$ cat src/sv/button_dimmer_controller_macros.svh
// Assertion macros shared by the dimmer controller RTL.
`ifndef BUTTON_DIMMER_CONTROLLER_MACROS_SVH
`define BUTTON_DIMMER_CONTROLLER_MACROS_SVH

// Same-cycle implication, disabled while in reset.
`define BDC_ASSERT_NOW(label, clk, rst, ante, cons, msg) \
  label: assert property (@(posedge clk) disable iff (rst) (ante) |-> (cons)) \
    else $error(msg);

// Next-cycle implication, disabled while in reset.
`define BDC_ASSERT_NEXT(label, clk, rst, ante, cons, msg) \
  label: assert property (@(posedge clk) disable iff (rst) (ante) |=> (cons)) \
    else $error(msg);

`endif

$ cat src/sv/bdc_pkg.sv
// Shared types and constants of the button dimmer controller.
package bdc_pkg;

  localparam int DUTY_MAX   = 1023;
  localparam int DUTY_W     = $clog2(DUTY_MAX + 1);
  localparam int PERIOD_W   = 8;
  localparam int HOLD_W     = 6;
  localparam int ADDR_W     = 4;
  localparam int DATA_W     = 32;
  localparam int OUT_DUTY_W = 10;

  // Register indexes (word address paddr[3:2])
  localparam logic [1:0] REG_SCAN_PERIOD   = 2'd0;
  localparam logic [1:0] REG_REPEAT_PERIOD = 2'd1;
  localparam logic [1:0] REG_HOLD_DELAY    = 2'd2;
  localparam logic [1:0] REG_FLASH_TIME    = 2'd3;

  localparam logic [PERIOD_W-1:0] SCAN_PERIOD_RST   = 8'd10;
  localparam logic [PERIOD_W-1:0] REPEAT_PERIOD_RST = 8'd5;
  localparam logic [HOLD_W-1:0]   HOLD_DELAY_RST    = 6'd45;
  localparam logic [PERIOD_W-1:0] FLASH_TIME_RST    = 8'd100;

  typedef enum logic {
    PHASE_SCAN = 1'b0,
    PHASE_WAIT = 1'b1
  } phase_t;

  typedef struct packed {
    logic [PERIOD_W-1:0] scan_period;
    logic [PERIOD_W-1:0] repeat_period;
    logic [HOLD_W-1:0]   hold_delay;
    logic [PERIOD_W-1:0] flash_time;
  } cfg_t;

  typedef struct packed {
    logic plus;
    logic minus;
    logic power;
  } buttons_t;

  typedef struct packed {
    logic [OUT_DUTY_W-1:0] duty;
    logic                  pwm_enable;
    logic                  green_led;
    logic                  red_led;
  } result_t;

  // A zero period or flash time acts as one.
  function automatic logic [PERIOD_W-1:0] at_least_one(input logic [PERIOD_W-1:0] v);
    at_least_one = (v == '0) ? PERIOD_W'(1) : v;
  endfunction

endpackage

$ cat src/sv/bdc_cfg.sv
// APB-style configuration register file of the dimmer controller.
module bdc_cfg import bdc_pkg::*; (
  input  logic              clk,
  input  logic              rst,
  input  logic              psel,
  input  logic              penable,
  input  logic              pwrite,
  input  logic [ADDR_W-1:0] paddr,
  input  logic [DATA_W-1:0] pwdata,
  output logic [DATA_W-1:0] prdata,
  output logic              pready,
  output cfg_t              cfg
);

  logic       wr_en;
  logic [1:0] reg_idx;

  assign pready  = 1'b1;
  assign wr_en   = psel && penable && pwrite;
  assign reg_idx = paddr[3:2];

  // Write registers on the access cycle
  always_ff @(posedge clk) begin
    if (rst) begin
      cfg.scan_period   <= SCAN_PERIOD_RST;
      cfg.repeat_period <= REPEAT_PERIOD_RST;
      cfg.hold_delay    <= HOLD_DELAY_RST;
      cfg.flash_time    <= FLASH_TIME_RST;
    end else if (wr_en) begin
      case (reg_idx)
        REG_SCAN_PERIOD:   cfg.scan_period   <= pwdata[PERIOD_W-1:0];
        REG_REPEAT_PERIOD: cfg.repeat_period <= pwdata[PERIOD_W-1:0];
        REG_HOLD_DELAY:    cfg.hold_delay    <= pwdata[HOLD_W-1:0];
        REG_FLASH_TIME:    cfg.flash_time    <= pwdata[PERIOD_W-1:0];
        default: ;
      endcase
    end
  end

  // Read back zero-extended
  always_comb begin
    case (reg_idx)
      REG_SCAN_PERIOD:   prdata = DATA_W'(cfg.scan_period);
      REG_REPEAT_PERIOD: prdata = DATA_W'(cfg.repeat_period);
      REG_HOLD_DELAY:    prdata = DATA_W'(cfg.hold_delay);
      REG_FLASH_TIME:    prdata = DATA_W'(cfg.flash_time);
      default:           prdata = '0;
    endcase
  end

endmodule

$ cat src/sv/bdc_core.sv
// Dimmer state registers and the per-tick update logic.
module bdc_core import bdc_pkg::*; (
  input  logic     clk,
  input  logic     rst,
  input  logic     tick,
  input  buttons_t btn,
  input  cfg_t     cfg,
  output result_t  res_next
);

  phase_t              phase, phase_next;
  logic [PERIOD_W-1:0] poll_timer, poll_timer_next;
  logic [HOLD_W-1:0]   hold_count, hold_count_next;
  logic [DUTY_W-1:0]   duty_level, duty_level_next;
  logic                pwm_on, pwm_on_next;
  logic                green_state, green_state_next;
  logic [PERIOD_W-1:0] green_timer, green_timer_next;
  logic                red_state, red_state_next;
  logic [PERIOD_W-1:0] red_timer, red_timer_next;
  logic [PERIOD_W-1:0] toggle_timer, toggle_timer_next;

  logic [PERIOD_W-1:0] scan_ld, repeat_ld, flash_ld;
  logic [HOLD_W:0]     hold_inc;
  logic                do_step;

  assign scan_ld   = at_least_one(cfg.scan_period);
  assign repeat_ld = at_least_one(cfg.repeat_period);
  assign flash_ld  = at_least_one(cfg.flash_time);
  assign hold_inc  = {1'b0, hold_count} + (HOLD_W+1)'(1);

  // Next state for one tick: timers, then the poll task, then the duty step
  always_comb begin
    phase_next        = phase;
    poll_timer_next   = poll_timer;
    hold_count_next   = hold_count;
    duty_level_next   = duty_level;
    pwm_on_next       = pwm_on;
    green_state_next  = green_state;
    green_timer_next  = green_timer;
    red_state_next    = red_state;
    red_timer_next    = red_timer;
    toggle_timer_next = toggle_timer;
    do_step           = 1'b0;

    // Count down the pending timers and fire on expiry
    if (toggle_timer != '0) begin
      toggle_timer_next = toggle_timer - PERIOD_W'(1);
      if (toggle_timer == PERIOD_W'(1)) pwm_on_next = ~pwm_on;
    end
    if (green_timer != '0) begin
      green_timer_next = green_timer - PERIOD_W'(1);
      if (green_timer == PERIOD_W'(1)) green_state_next = 1'b0;
    end
    if (red_timer != '0) begin
      red_timer_next = red_timer - PERIOD_W'(1);
      if (red_timer == PERIOD_W'(1)) red_state_next = 1'b0;
    end

    // Poll task
    if (poll_timer <= PERIOD_W'(1)) begin
      if (phase == PHASE_SCAN) begin
        poll_timer_next = scan_ld;
        if (btn.plus) begin
          green_state_next = 1'b1;
          green_timer_next = flash_ld;
          hold_count_next  = '0;
          do_step          = 1'b1;
          phase_next       = PHASE_WAIT;
        end else if (btn.minus) begin
          red_state_next  = 1'b1;
          red_timer_next  = flash_ld;
          hold_count_next = '0;
          do_step         = 1'b1;
          phase_next      = PHASE_WAIT;
        end else if (btn.power) begin
          toggle_timer_next = scan_ld;
          phase_next        = PHASE_WAIT;
        end
      end else if (btn.plus || btn.minus || btn.power) begin
        poll_timer_next = repeat_ld;
        if (hold_inc > {1'b0, cfg.hold_delay}) begin
          hold_count_next = cfg.hold_delay;
          do_step         = 1'b1;
        end else begin
          hold_count_next = hold_inc[HOLD_W-1:0];
        end
      end else begin
        hold_count_next = '0;
        phase_next      = PHASE_SCAN;
        poll_timer_next = scan_ld;
      end
    end else begin
      poll_timer_next = poll_timer - PERIOD_W'(1);
    end

    // Duty step: plus first, then minus
    if (do_step && btn.plus) begin
      pwm_on_next = 1'b1;
      if (duty_level_next < DUTY_W'(DUTY_MAX)) duty_level_next = duty_level_next + DUTY_W'(1);
      if (duty_level_next == DUTY_W'(DUTY_MAX)) green_state_next = 1'b1;
    end
    if (do_step && btn.minus) begin
      if (duty_level_next != '0) begin
        duty_level_next  = duty_level_next - DUTY_W'(1);
        green_state_next = 1'b0;
      end
      if (duty_level_next == '0) pwm_on_next = 1'b0;
    end
  end

  // Hold state between ticks
  always_ff @(posedge clk) begin
    if (rst) begin
      phase        <= PHASE_SCAN;
      poll_timer   <= '0;
      hold_count   <= '0;
      duty_level   <= '0;
      pwm_on       <= 1'b0;
      green_state  <= 1'b0;
      green_timer  <= '0;
      red_state    <= 1'b0;
      red_timer    <= '0;
      toggle_timer <= '0;
    end else if (tick) begin
      phase        <= phase_next;
      poll_timer   <= poll_timer_next;
      hold_count   <= hold_count_next;
      duty_level   <= duty_level_next;
      pwm_on       <= pwm_on_next;
      green_state  <= green_state_next;
      green_timer  <= green_timer_next;
      red_state    <= red_state_next;
      red_timer    <= red_timer_next;
      toggle_timer <= toggle_timer_next;
    end
  end

  assign res_next.duty       = OUT_DUTY_W'(duty_level_next);
  assign res_next.pwm_enable = pwm_on_next;
  assign res_next.green_led  = green_state_next;
  assign res_next.red_led    = red_state_next;

endmodule

$ cat src/sv/button_dimmer_controller.sv
// An accepted input word is held in the input register; its result is then captured in the result register.
// Throughput: one tick word per cycle while the result side does not stall.
// Input register and result register decouple the two sides, so one new word
// is still taken into an empty input register while a finished result waits.
// Reset (rst, synchronous): scan phase, all timers and duty zero, registers
// back to 10, 5, 45, 100; no clearing pass.
`include "button_dimmer_controller_macros.svh"
module button_dimmer_controller import bdc_pkg::*; (
  input  logic                  clk,
  input  logic                  rst,
  input  logic                  psel,
  input  logic                  penable,
  input  logic                  pwrite,
  input  logic [ADDR_W-1:0]     paddr,
  input  logic [DATA_W-1:0]     pwdata,
  output logic [DATA_W-1:0]     prdata,
  output logic                  pready,
  input  logic                  in_valid,
  output logic                  in_ready,
  input  logic                  plus_pressed,
  input  logic                  minus_pressed,
  input  logic                  power_pressed,
  output logic                  out_valid,
  input  logic                  out_ready,
  output logic [OUT_DUTY_W-1:0] duty,
  output logic                  pwm_enable,
  output logic                  green_led,
  output logic                  red_led
);

  cfg_t     cfg;
  buttons_t btn;
  logic     btn_valid;
  logic     advance;
  logic     tick;
  result_t  res_next;
  result_t  res;

  assign advance  = !out_valid || out_ready;
  assign tick     = btn_valid && advance;
  assign in_ready = !btn_valid || advance;

  bdc_cfg u_cfg (
    .clk     (clk),
    .rst     (rst),
    .psel    (psel),
    .penable (penable),
    .pwrite  (pwrite),
    .paddr   (paddr),
    .pwdata  (pwdata),
    .prdata  (prdata),
    .pready  (pready),
    .cfg     (cfg)
  );

  // Input register
  always_ff @(posedge clk) begin
    if (rst) begin
      btn_valid <= 1'b0;
    end else if (in_ready) begin
      btn_valid <= in_valid;
    end
  end

  always_ff @(posedge clk) begin
    if (in_ready && in_valid) begin
      btn.plus  <= plus_pressed;
      btn.minus <= minus_pressed;
      btn.power <= power_pressed;
    end
  end

  bdc_core u_core (
    .clk      (clk),
    .rst      (rst),
    .tick     (tick),
    .btn      (btn),
    .cfg      (cfg),
    .res_next (res_next)
  );

  // Result register
  always_ff @(posedge clk) begin
    if (rst) begin
      out_valid <= 1'b0;
      res       <= '0;
    end else if (advance) begin
      out_valid <= btn_valid;
      if (btn_valid) res <= res_next;
    end
  end

  assign duty       = res.duty;
  assign pwm_enable = res.pwm_enable;
  assign green_led  = res.green_led;
  assign red_led    = res.red_led;

  `BDC_ASSERT_NOW(a_stall_cause, clk, rst, !in_ready, btn_valid && out_valid && !out_ready, "input stalled without a blocked result")
  `BDC_ASSERT_NEXT(a_word_held, clk, rst, btn_valid && !advance, btn_valid, "buffered input word dropped while stalled")
  `BDC_ASSERT_NEXT(a_duty_step, clk, rst, tick, duty == $past(duty) || duty == $past(duty) + 10'd1 || duty == $past(duty) - 10'd1, "duty moved by more than one step")

endmodule

$ cat config.mk
export PLATFORM = sky130hd
export DESIGN_NAME = button_dimmer_controller
export DESIGN_NICKNAME = d
export VERILOG_FILES = /design/src/sv/bdc_pkg.sv /design/src/sv/bdc_cfg.sv /design/src/sv/bdc_core.sv /design/src/sv/button_dimmer_controller.sv
export VERILOG_INCLUDE_DIRS = /design/src /design/src/sv
export SDC_FILE = /design/constraint.sdc
export NUM_CORES = 1
export LEC_CHECK = 0
export BUFFER_PORTS_ARGS = -buffer_cell sky130_fd_sc_hd__buf_2
export CAP_MARGIN = 20
export CORE_ASPECT_RATIO = 0.6
export CORE_MARGIN = 1
export CORE_UTILIZATION = 40
export DETAILED_ROUTE_END_ITERATION = 6
export PLACE_DENSITY = 0.71
export SYNTH_ARGS = -nofsm -noshare
export SYNTH_HDL_FRONTEND = slang
export SYNTH_SLANG_ARGS = --single-unit
export TNS_END_PERCENT = 30
$ cat constraint.sdc
create_clock -name clk -period 7.1 [get_ports clk]
set_input_delay 0.71 -clock clk [delete_from_list [all_inputs] [get_ports clk]]
set_output_delay 0.71 -clock clk [all_outputs]
set_load 0.005 [all_outputs]
==> impl_results.md, run 1 <==
* Max-Cap Viols at 0
* Sw Share at 37.3%
* # DRC at 0
* Arrival time of the worst setup path at around 5.2 ns
* Clock share of power at 28.7%
* CP Launch Type: flop
* Req. time, crit path at approximately 7.3 ns
* Worst Slack Setup Final at around 2.2 ns
* Synth area leader: dfxtp_1
* Internal power at 0.00106 W
* Post-synth EDFFs at 3
* First-pass GRT wire length at 24.4 mm
* Mean post-synth cell area at 7.90 µm²
* I/O pins at 94
* GRT Resource Usage Total at between 20% and 30%
* Detailed Place HPWL at about 11 mm
* Reg-to-reg critical path startpoint: u_core.hold_count[0]
* Fin Hold WS at 0.492 ns
* Pleak at 2.52 nW
* GR peak layer: met1
* Grt met1 use at 32.1%
* Final worst-path cycle share at about 70%
* TritonCTS clock tree: built
* Root buf cell: clkbuf_16
* Effective utilization at floorplan at a little over two fifths
* Cell count after synthesis at 738
* Sink Count at 87
* Outcome: finished clean
* Worst slack at placement at 2.28 ns
* # resized after CTS at 0
* CP Max Fanout at 10
* Crit Path Category: reg -> reg
* Async SR Flop Fraction at 0%
* Initial antenna violation count at 0
* Synth top area cells: dfxtp_1, nor2_1, mux2i_1
* Sequential power share at 34.7%
* Psw at around 0.00063 W
* H-Tree Depth at 3
* Ant diodes at 0
* Worst Path Buf+Inv at 0
* CP most frequent cell: ha_1
* GPL Wtd Cong at 0.933
* Clk slew on worst S/H paths at roughly 0.06 ns
* Worst Hold Class: reg -> reg
* Post-synthesis sequential area ratio at 30.4%
* Non-filler cells, final at around 950
* Comb power frac at 36.6%
* Placed Area at a little over 6000 µm²
* Final Setup Violations at 0
* Synthesized area at 5830 µm²
* PwrDens at around 260 nW/µm²
* WL/cell at approximately 16 µm
* Fmax at 203 MHz
* Max incr delay on CP at roughly 0.5 ns
* M3 GR Usage at approximately 3.8%
* Core area at between 10000 and 15000 µm²
* Min-delay src: green_led
* Die Wd at 158 µm
* Ys Warns at 0
* Number of global-route vias before repair at 4576
* RSZ-0062 raised after global routing: no
* Via count at ~5400
* Crit-path slowest cell: a2111oi_0
* Final ANT Viol Nets at 0
* Post-synth cell types at 70
* Via-to-Cell Ratio at roughly 5.6
* Slew Viols, Final at 0
* Clock Latency Late Sink at between 0.3 and 0.4 ns
* 1st-iter DRT viols at 607
* Fin. Hold Viols at 0
* WL final at between 15 and 20 mm
* Fin crit period at between 4 and 5 ns
* Design area at between 6000 and 7000 µm²
* Critical Path Start: u_core.hold_count[0]
* Worst-Margin Slew at between 0.9 and 1 ns
* Hold_buf cts at 0
* Grt met2 use at between 20% and 30%
* Synth Flop Type: dfxtp_1
* Cell row count at 33
* Nets at between 800 and 900
* Inserted Clock Buffers at 9
* Synth top area share at between 20% and 30%
* Post-route setup TNS at 0 ns
* Clock Skew at 0.00725 ns
* Relative slew slack at between 30% and 40%
* Critical path's top delay family: compound AO/OA/AOI/OAI gates
* Port Buffer Count at 42
* Pin count of the biggest net entering global routing at 86
* Clk buf depth at 2
* Post-CTS Setup Bufs at 0
* DR pass1 iterations at 5
* Share of layout cells above drive strength 1 at between 10% and 20%
* CP Capture Type: flop
* Peak VDD IR at between 0.00015 and 0.0002 V
* Remaining Overflow, GRT at 0
* DP Cell Count at 938
* Area delta synth->final at 9.38%
* CP Cell Sequence: ha_1, and3_1, xor2_1, ha_1, nand3_1, a21oi_1, o22a_2, o21ai_2, mux2i_1, ha_1, nand2_1, mux2_4, or3_4, nor2_1, mux2i_1, a2111oi_0, a21oi_1
* Total die area at approximately 15000 µm²
* Yosys reg bits at 87
* Die height at 95.5 µm
==> cell usage after synthesis (all sizes together), types with 6 or more instances <==
cell type    n
nor2       107
dfxtp       84
nand2       65
a21oi       44
mux2i       37
o21ai       37
buf         35
nor3        34
nand3       32
clkbuf      28
ha          20
inv         15
a211oi      14
xnor2       12
xor2        12
a211o       11
nor2b       11
a22oi       10
and3         8
nand4        8
or3          8
and2         7
nor4         7
mux2         6
mux4         6
nand2b       6
nor3b        6
o22ai        6
==> layer usage <==
layer	up-vias	routed length (µm)
met3	12	1010
met2	185	6180
met4	0	99
met1	2522	7870
met5	-	0
li1	2669	-
==> cell type report <==
type | count | area, µm²
clock buffers | 13 | 282
clock inverters | 3 | 22.5
fillers | 1378 | 7540
inverters | 15 | 56.3
multi-input cells | 596 | 3750
flip-flops and latches | 87 | 1770
well taps | 192 | 240
repair buffers | 48 | 255
==> cells by family after synthesis <==
logic type,synth area share [%]
XOR/XNOR,3.61
buffers and inverters,6.91
adder cells (fa/ha/maj),4.29
multiplexers,9.89
other,0.129
AO/OA/AOI/OAI,18.9
AND/OR/NAND/NOR,25.9
flip-flops,30.4
==> final timing paths <==
kind / to / slack (ns) / depth (start not counted)
setup / recovery: pwm_enable / 2.16 / 17
setup reg to reg: pwm_enable / 2.16 / 17
hold / removal: green_led / 0.49 / 2
hold reg to reg: green_led / 0.49 / 2
==> metrics by stage <==
| stage | util, % | total power, W |
|---|---|---|
| after floorplan | - | 0.00109 |
| final | 45.8 | 0.00168 |
| after global routing | 45.8 | 0.00179 |
| after CTS | 45.8 | 0.00168 |
| after global placement | 43.6 | 0.00119 |
| after detailed placement | 43.6 | 0.00119 |
==> cell usage in the layout (no fill, tap or decap), drive strengths merged, types with 7 or more instances in the layout <==
cell type / netlist / layout
nor2: 107 / 107
dfxtp: 84 / 84
nand2: 65 / 65
buf: 35 / 48
a21oi: 44 / 44
mux2i: 37 / 37
o21ai: 37 / 37
nor3: 34 / 34
nand3: 32 / 32
conb: 2 / 25
ha: 20 / 20
inv: 15 / 16
a211oi: 14 / 14
clkbuf: 28 / 13
xor2: 12 / 12
xnor2: 12 / 12
a211o: 11 / 11
nor2b: 11 / 11
a22oi: 10 / 10
nand4: 8 / 8
and3: 8 / 8
or3: 8 / 8
nor4: 7 / 7
and2: 7 / 7
==> power groups by stage <==
stage	clock (W)	combinational, W	sequential (W)
after floorplan	0	0.000517	0.000571
after global placement	0	0.000595	0.000593
after detailed placement	0	0.000601	0.000593
after CTS	0.000487	0.000606	0.000582
after global routing	0.000509	0.000688	0.000591
final	0.000484	0.000617	0.000584
==> tightest hold or removal path: stages (launching register included) <==
cell and delay [ns]:
dfxtp_1 0.33, nand2_1 0.06, a21oi_1 0.05
==> sequential cells by signal, indices dropped and copies added (netlist names), 3 cells and up <==
signal and count:
u_cfg.cfg 30, duty 10, u_core.green_timer 8, u_core.poll_timer 8
u_core.red_timer 8, u_core.toggle_timer 8, u_core.hold_count 6, btn 3
(Power assumes the default switching activity.)
==> run 2: changes to the inputs <==
--- a/config.mk
+++ b/config.mk
@@ -12,7 +12,7 @@
 export CORE_MARGIN = 1
 export CORE_UTILIZATION = 40
 export DETAILED_ROUTE_END_ITERATION = 6
-export PLACE_DENSITY = 0.71
+export PLACE_DENSITY = 0.73
 export SYNTH_ARGS = -nofsm -noshare
 export SYNTH_HDL_FRONTEND = slang
 export SYNTH_SLANG_ARGS = --single-unit
==> constraint.sdc (replaced) <==
create_clock -name clk -period 4.1 [get_ports clk]
set_input_delay 0.41 -clock clk [delete_from_list [all_inputs] [get_ports clk]]
set_output_delay 0.41 -clock clk [all_outputs]
set_load 0.005 [all_outputs]
==> impl_results.md, run 2 (synthesized netlist as in run 1, its figures left out) <==
* Effective utilization at floorplan at 41.9% (unchanged)
* I/O pins at 94 (unchanged)
* Crit-path slowest cell: or3_4
* Commonest non-fill, non-tap cells in the layout: nor2_1, dfxtp_1, nand2_1, a21oi_1, buf_2
* Reg2reg path depth at 18 (+1)
* Outcome: finished clean
* Slew Viols, Final at 0 (unchanged)
* Max incr delay on CP at 0.43 ns (-0.07 ns)
* Initial antenna violation count at 0 (unchanged)
* Remaining Overflow, GRT at 0 (unchanged)
* Crit Path Category: reg -> reg
* Comb power frac at 39.8% (+3.2 points)
* Non-filler cells, final at 978 (+2.5%)
* R2r endpoint: duty[2]
* Inserted Clock Buffers at 9 (unchanged)
* Port Buffer Count at 42 (unchanged)
* Max reg flops at 30 (unchanged)
* First-pass GRT wire length at 25.6 mm (+4.7%)
* Fin crit period at 4.01 ns (-0.924 ns)
* TritonCTS clock tree: built
* CP Max Fanout at 6 (-4)
* Ant diodes at 0 (unchanged)
* Share of layout cells above drive strength 1 at 17.0% (+5.4 points)
* WL final at 16.0 mm (+5.5%)
* Nets at 847 (+2.9%)
* Worst Hold Class: in -> reg
* CP Launch Type: flop
* Relative slew slack at 34.5% (+1.6 points)
* CP Cell Sequence: ha_4, and3_4, xor2_2, ha_1, nand3_2, a21oi_2, o22a_2, o21ai_4, mux2i_2, ha_2, nand2_1, mux2_4, or3_4, buf_4, o211ai_2, xnor2_1, or3_1, a21oi_1
* Internal power at 0.00185 W (+75%)
* # DRC at 0 (unchanged)
* Worst-Margin Slew at 0.976 ns (-0.0238 ns)
* Critical Path Start: u_core.hold_count[0]
* DR pass1 iterations at 5 (unchanged)
* Clk buf depth at 2 (unchanged)
* End point of the critical path: duty[2]
* Fmax at 249 MHz (+23%)
* Psw at 0.00118 W (+87%)
* Worst Slack Setup Final at 0.0878 ns (-2.08 ns)
* RSZ-0062 raised after global routing: yes
* Sw Share at 38.8% (+1.5 points)
* Design area at 6690 µm² (+4.9%)
* Core area at 13900 µm² (unchanged)
* GPL Wtd Cong at 0.931 (-0.14%)
* Fin. Hold Viols at 0 (unchanged)
* Clock share of power at 27.4% (-1.3 points)
* Total die area at 15100 µm² (unchanged)
* Worst slack at placement at 0.00211 ns (-2.28 ns)
* Root buf cell: clkbuf_16
* Die height at 95.5 µm (unchanged)
* Clk slew on worst S/H paths at 0.07 ns (about the same)
* H-Tree Depth at 3 (unchanged)
* Via count at 5496 (+2.0%)
* Die Wd at 158 µm (unchanged)
* Biggest register: u_cfg.cfg
* Area delta synth->final at 14.7%
* PwrDens at 453 nW/µm² (+71%)
* Max-Cap Viols at 0 (unchanged)
* Peak VDD IR at 0.000220 V (+42%)
* Cell row count at 33 (unchanged)
* Pleak at 2.64 nW (+4.6%)
* GRT Resource Usage Total at 21.9% (+1.1 points)
* Final ANT Viol Nets at 0 (unchanged)
* Clock Skew at 0.00669 ns (-0.000564 ns)
* CP Capture Type: flop
* Sink Count at 87 (unchanged)
* Pin count of the biggest net entering global routing at 44 (-49%)
* Final Setup Violations at 0 (unchanged)
* Arrival time of the worst setup path at 4.29 ns (-0.86 ns)
* Req. time, crit path at 4.38 ns (-2.94 ns)
* Via-to-Cell Ratio at 5.62 (-0.50%)
* 1st-iter DRT viols at 438 (-28%)
* Clock Latency Late Sink at 0.35 ns (about the same)
* Placed Area at 6240 µm² (+2.7%)
* Most common cell after layout, fill and taps aside: nor2_1
* Reg-to-reg critical path startpoint: u_core.hold_count[0]
* Final worst-path cycle share at 97.9% (+28 points)
* Detailed Place HPWL at 11.7 mm (+8.5%)
* WL/cell at 16.4 µm (+2.9%)
* DP Cell Count at 956 (+1.9%)
* R2R setup slack at 0.09 ns (-2.08 ns)
* Number of global-route vias before repair at 4744 (+3.7%)
* Sequential power share at 32.9% (-1.8 points)
run 2: cell types whose count changed in the layout (fill, tap and decap cells not counted), moves of 3 or more:
cell     previous run  this run
dfxtp_4             0         3
dfxtp_1            84        80
inv_8               0         3
buf_4               6        29
ha_1               20        17
run 2: area by class of cell:
type | instances | area (µm²)
fill | 1342 | 7230
multi-input combinational | 596 | 3870
sequential | 87 | 1780
timing repair buffer | 72 | 439
tap | 192 | 240
clock buffer | 9 | 225
clock inverter | 7 | 76.3
inverter | 15 | 56.3
run 2: how the worst min path moves through the flow:
| stage | cells after the start | from | slack (ns) | end |
|---|---|---|---|---|
| 2_1_floorplan | 1 | u_cfg.cfg[14] | 0.45 | u_cfg.cfg[14] |
| 3_3_place_gp | 2 | green_led | 0.46 | green_led |
| 3_5_place_dp | 2 | green_led | 0.47 | green_led |
| 4_1_cts | 1 | plus_pressed | 0.22 | btn[2] |
| 5_1_grt | 1 | plus_pressed | 0.23 | btn[2] |
| 6_report | 1 | plus_pressed | 0.24 | btn[2] |
run 2: stage by stage:
stage / util, % / hold slack (ns) / setup TNS [ns] / total power, W
after floorplan: - / 0.454 / 0 / 0.00189
after global placement: 44.8 / 0.456 / 0 / 0.00213
after detailed placement: 44.8 / 0.471 / 0 / 0.00214
after CTS: 47.0 / 0.225 / -0.00188 / 0.00298
after global routing: 48.1 / 0.228 / -0.275 / 0.00321
final: 48.1 / 0.237 / 0 / 0.00303
run 2: power groups by stage:
stage               Combinational (W)  Sequential, W  Clock [W]
CTS                           0.00114       0.000995   0.000843
floorplan                    0.000903       0.000989          0
finish                        0.00120       0.000996   0.000828
global placement              0.00111        0.00101          0
global route                  0.00132        0.00101   0.000877
detailed placement            0.00113        0.00101          0
run 2: critical path, delay by kind of cell (launching register included):
family / cells / cell delay [ns]
buf+inv: 1 / 0.16
compound gates: 5 / 0.77
mux: 2 / 0.54
fa+ha+maj: 3 / 0.71
xor+xnor: 2 / 0.31
flops: 1 / 0.36
simple gates: 5 / 1.09
run 2: per-layer routing:
layer | up-vias | part of all wire [%] | GRT usage [%]
met3 | 15 | 8.0 | 5.18
met2 | 210 | 40 | 28.9
met1 | 2564 | 51 | 34.4
li1 | 2707 | - | -
met4 | 0 | 0.96 | 4.69
met5 | - | 0 | 0
run 2: repair_timing:
item / in CTS / in global routing
setup buffers: 0 / 6
gates resized for setup: 1 / 19
endpoints found under the setup margin: 2 / 11
pin swaps: 1 / 13
hold buffers: 0 / 0
==> run 3: changes to the inputs <==
--- a/config.mk
+++ b/config.mk
@@ -7,13 +7,14 @@
 export NUM_CORES = 1
 export LEC_CHECK = 0
 export BUFFER_PORTS_ARGS = -buffer_cell sky130_fd_sc_hd__buf_2
-export CAP_MARGIN = 20
+export CAP_MARGIN = 0
 export CORE_ASPECT_RATIO = 0.6
 export CORE_MARGIN = 1
 export CORE_UTILIZATION = 40
 export DETAILED_ROUTE_END_ITERATION = 6
-export PLACE_DENSITY = 0.73
+export PLACE_DENSITY = 0.72
 export SYNTH_ARGS = -nofsm -noshare
 export SYNTH_HDL_FRONTEND = slang
+export SYNTH_HIERARCHICAL = 1
 export SYNTH_SLANG_ARGS = --single-unit
 export TNS_END_PERCENT = 30
==> impl_results.md, run 3 <==
* Outcome: finished clean
* Worst Slack Setup Final at 0.219 ns (+0.132 ns)
* Nets at 908 (+7.2%)
* Synthesized area at 6620 µm² (+14%)
* Async SR Flop Fraction at 0% (unchanged)
* Worst slack at placement at 0.0631 ns (+0.0609 ns)
* Final ANT Viol Nets at 0 (unchanged)
* Synth Area in XOR/XNOR at 3.03% (-0.58 points)
* Fin. Hold Viols at 0 (unchanged)
* TritonCTS clock tree: built
* Pin count of the biggest net entering global routing at 106 (+140%)
* # DRC at 0 (unchanged)
* First-pass GRT wire length at 27.3 mm (+7.0%)
* 1st-iter DRT viols at 608 (+39%)
* Commonest non-fill, non-tap cells in the layout: dfxtp_1, nor2_1, mux2i_1, nand2_1, nand2b_1
* Area delta synth->final at 11.8%
* Post-route setup TNS at 0 ns (unchanged)
* Final worst-path cycle share at 94.6% (-3.2 points)
* Share of layout cells above drive strength 1 at 16.2% (-0.87 points)
* Clock Skew at 0.0185 ns (+0.0119 ns)
* Fmax at 258 MHz (+3.4%)
* CP Launch Type: flop
* Post-synthesis mux area share at 12.6% (+2.7 points)
* Synth top area share at 29.3% (+0.50 points)
* Die height at 102 µm (+6.4%)
* Sink Count at 100 (+15%)
* Clk buf depth at 2 (unchanged)
* Final Setup Violations at 0 (unchanged)
* CP Max Fanout at 6 (unchanged)
* Pleak at 2.98 nW (+13%)
* Yosys reg bits at 100 (+15%)
* Compound-cell area share of the yosys netlist at 15.9% (-3.0 points)
* Combinational family with the most area after synthesis: simple AND/OR/NAND/NOR gates
* DR pass1 iterations at 5 (unchanged)
* WL/cell at 16.3 µm (-0.51%)
* Synth Area in Simple Gates at 25.5% (-0.32 points)
* Biggest register: u_cfg/cfg
* Initial antenna violation count at 0 (unchanged)
* Max reg flops at 30 (unchanged)
* Hold_buf cts at 0 (unchanged)
* Ys Warns at 6 (+6)
* CP Capture Type: flop
* GPL Wtd Cong at 0.952 (+2.2%)
* Synth Flop Type: dfxtp_1
* PwrDens at 410 nW/µm² (-9.5%)
* Post-synth EDFFs at 3 (unchanged)
* Via count at 5879 (+7.0%)
* Slew Viols, Final at 0 (unchanged)
* Core area at 15800 µm² (+13%)
* Arrival time of the worst setup path at 4.14 ns (-0.15 ns)
* Inserted Clock Buffers at 9 (unchanged)
* GRT Resource Usage Total at 20.2% (-1.7 points)
* Die Wd at 168 µm (+6.5%)
* Worst-Margin Slew at 0.951 ns (-0.0247 ns)
* Via-to-Cell Ratio at 5.60 (-0.37%)
* Detailed Place HPWL at 12.3 mm (+5.3%)
* Overall Power at 0.00303 W (+0.12%)
* Clock Latency Late Sink at 0.36 ns (about the same)
* Worst Hold Class: in -> reg
* Post-synthesis sequential area ratio at 30.7% (+0.32 points)
* Post-synth cell types at 75 (+7.1%)
* Synth area leader: dfxtp_1
* Cell row count at 35 (+6.1%)
* Fin Hold WS at 0.230 ns (-0.00692 ns)
* Design area at 7400 µm² (+11%)
* Number of global-route vias before repair at 5164 (+8.9%)
* Most common cell after layout, fill and taps aside: dfxtp_1
* Req. time, crit path at 4.36 ns (-0.02 ns)
* Relative slew slack at 36.1% (+1.7 points)
* Synth top area cells: dfxtp_1, mux2i_1, nand2b_1
* Adder-Cell Fraction of Synth Area at 3.93% (-0.36 points)
* Mean post-synth cell area at 8.20 µm² (+3.8%)
* Fin crit period at 3.88 ns (-0.132 ns)
* Clk slew on worst S/H paths at 0.08 ns (about the same)
* Root buf cell: clkbuf_16
* H-Tree Depth at 3 (unchanged)
* Port Buffer Count at 42 (unchanged)
* Ant diodes at 0 (unchanged)
* Max-Cap Viols at 0 (unchanged)
* Effective utilization at floorplan at 42.0% (+0.075 points)
* WL final at 17.1 mm (+6.8%)
* Synth cell count leaders: dfxtp_1, nor2_1, mux2i_1
* Crit Path Category: reg -> reg
* I/O pins at 94 (unchanged)
* Remaining Overflow, GRT at 0 (unchanged)
* Cell count after synthesis at 807 (+9.3%)
* Count leader, synth: dfxtp_1
* Placed Area at 6940 µm² (+11%)
* Peak VDD IR at 0.000236 V (+7.3%)
* Total die area at 17100 µm² (+13%)
run 3: worst max-delay path, stage by stage (launching register included):
cell and delay, ns:
dfxtp_1 0.40, and3_1 0.21, nand3_1 0.12, xnor2_2 0.17
ha_1 0.31, a21oi_1 0.14, nand2_1 0.08, o22a_1 0.22
o21ai_1 0.16, buf_4 0.16, mux2i_2 0.25, ha_2 0.27
nand4_2 0.18, or2_1 0.32, nor3b_1 0.26, mux2_4 0.34
o211a_1 0.20
run 3: power by group:
| part | internal [W] | switching, W | leakage (nW) |
|---|---|---|---|
| sequential | 0.00104 | 0.0000697 | 0.819 |
| clock | 0.000447 | 0.000461 | 0.156 |
| combinational | 0.000425 | 0.000591 | 2.01 |
| total | 0.00191 | 0.00112 | 2.98 |
run 3: final cells by class:
class	instances	area, µm²
clock buffers	9	225
multi-input cells	629	4220
inverters	25	93.8
clock inverters	7	96.3
flip-flops and latches	100	2030
well taps	203	254
repair buffers	77	475
fillers	1550	8370
run 3: cell families (layout without fill, tap and decap cells):
| kind of cell | count (synthesis) | count (layout) |
|---|---|---|
| AOI/OAI and AO/OA | 160 | 160 |
| xor gates and xnor gates | 22 | 22 |
| muxes | 75 | 75 |
| other | 2 | 25 |
| and+or+nand+nor | 326 | 326 |
| DFF | 100 | 100 |
| adders and majority gates | 21 | 21 |
| buffers and inverters | 101 | 118 |
run 3: per-stage QoR:
step	utilization [%]	cells
floorplan	-	830
global placement	44.0	1027
detailed placement	44.0	1027
CTS	46.1	1043
global route	46.9	1050
finish	46.9	1050
run 3: repair_timing:
action,in CTS,in global routing
setup endpoints to repair,0,18
gates resized for setup,0,21
buffers inserted,0,7
run 3: worst paths after layout:
path                                           start              endpoint  slack [ns]  depth (start not counted)
worst min-delay path                   power_pressed                btn[0]        0.23                          1
worst min register to register               duty[5]               duty[5]        0.47                          2
worst max-delay path            u_core/hold_count[3]  u_core/duty_level[8]        0.22                         16
worst max register to register  u_core/hold_count[3]  u_core/duty_level[8]        0.22                         16
run 3: routing by layer:
| metal | global-route usage, % | up-vias | routed length, µm |
|---|---|---|---|
| li1 | - | 2904 | - |
| met1 | 31.0 | 2783 | 8940 |
| met2 | 28.1 | 184 | 6780 |
| met3 | 4.61 | 8 | 1240 |
| met4 | 4.09 | 0 | 120 |
| met5 | 0 | - | 0 |
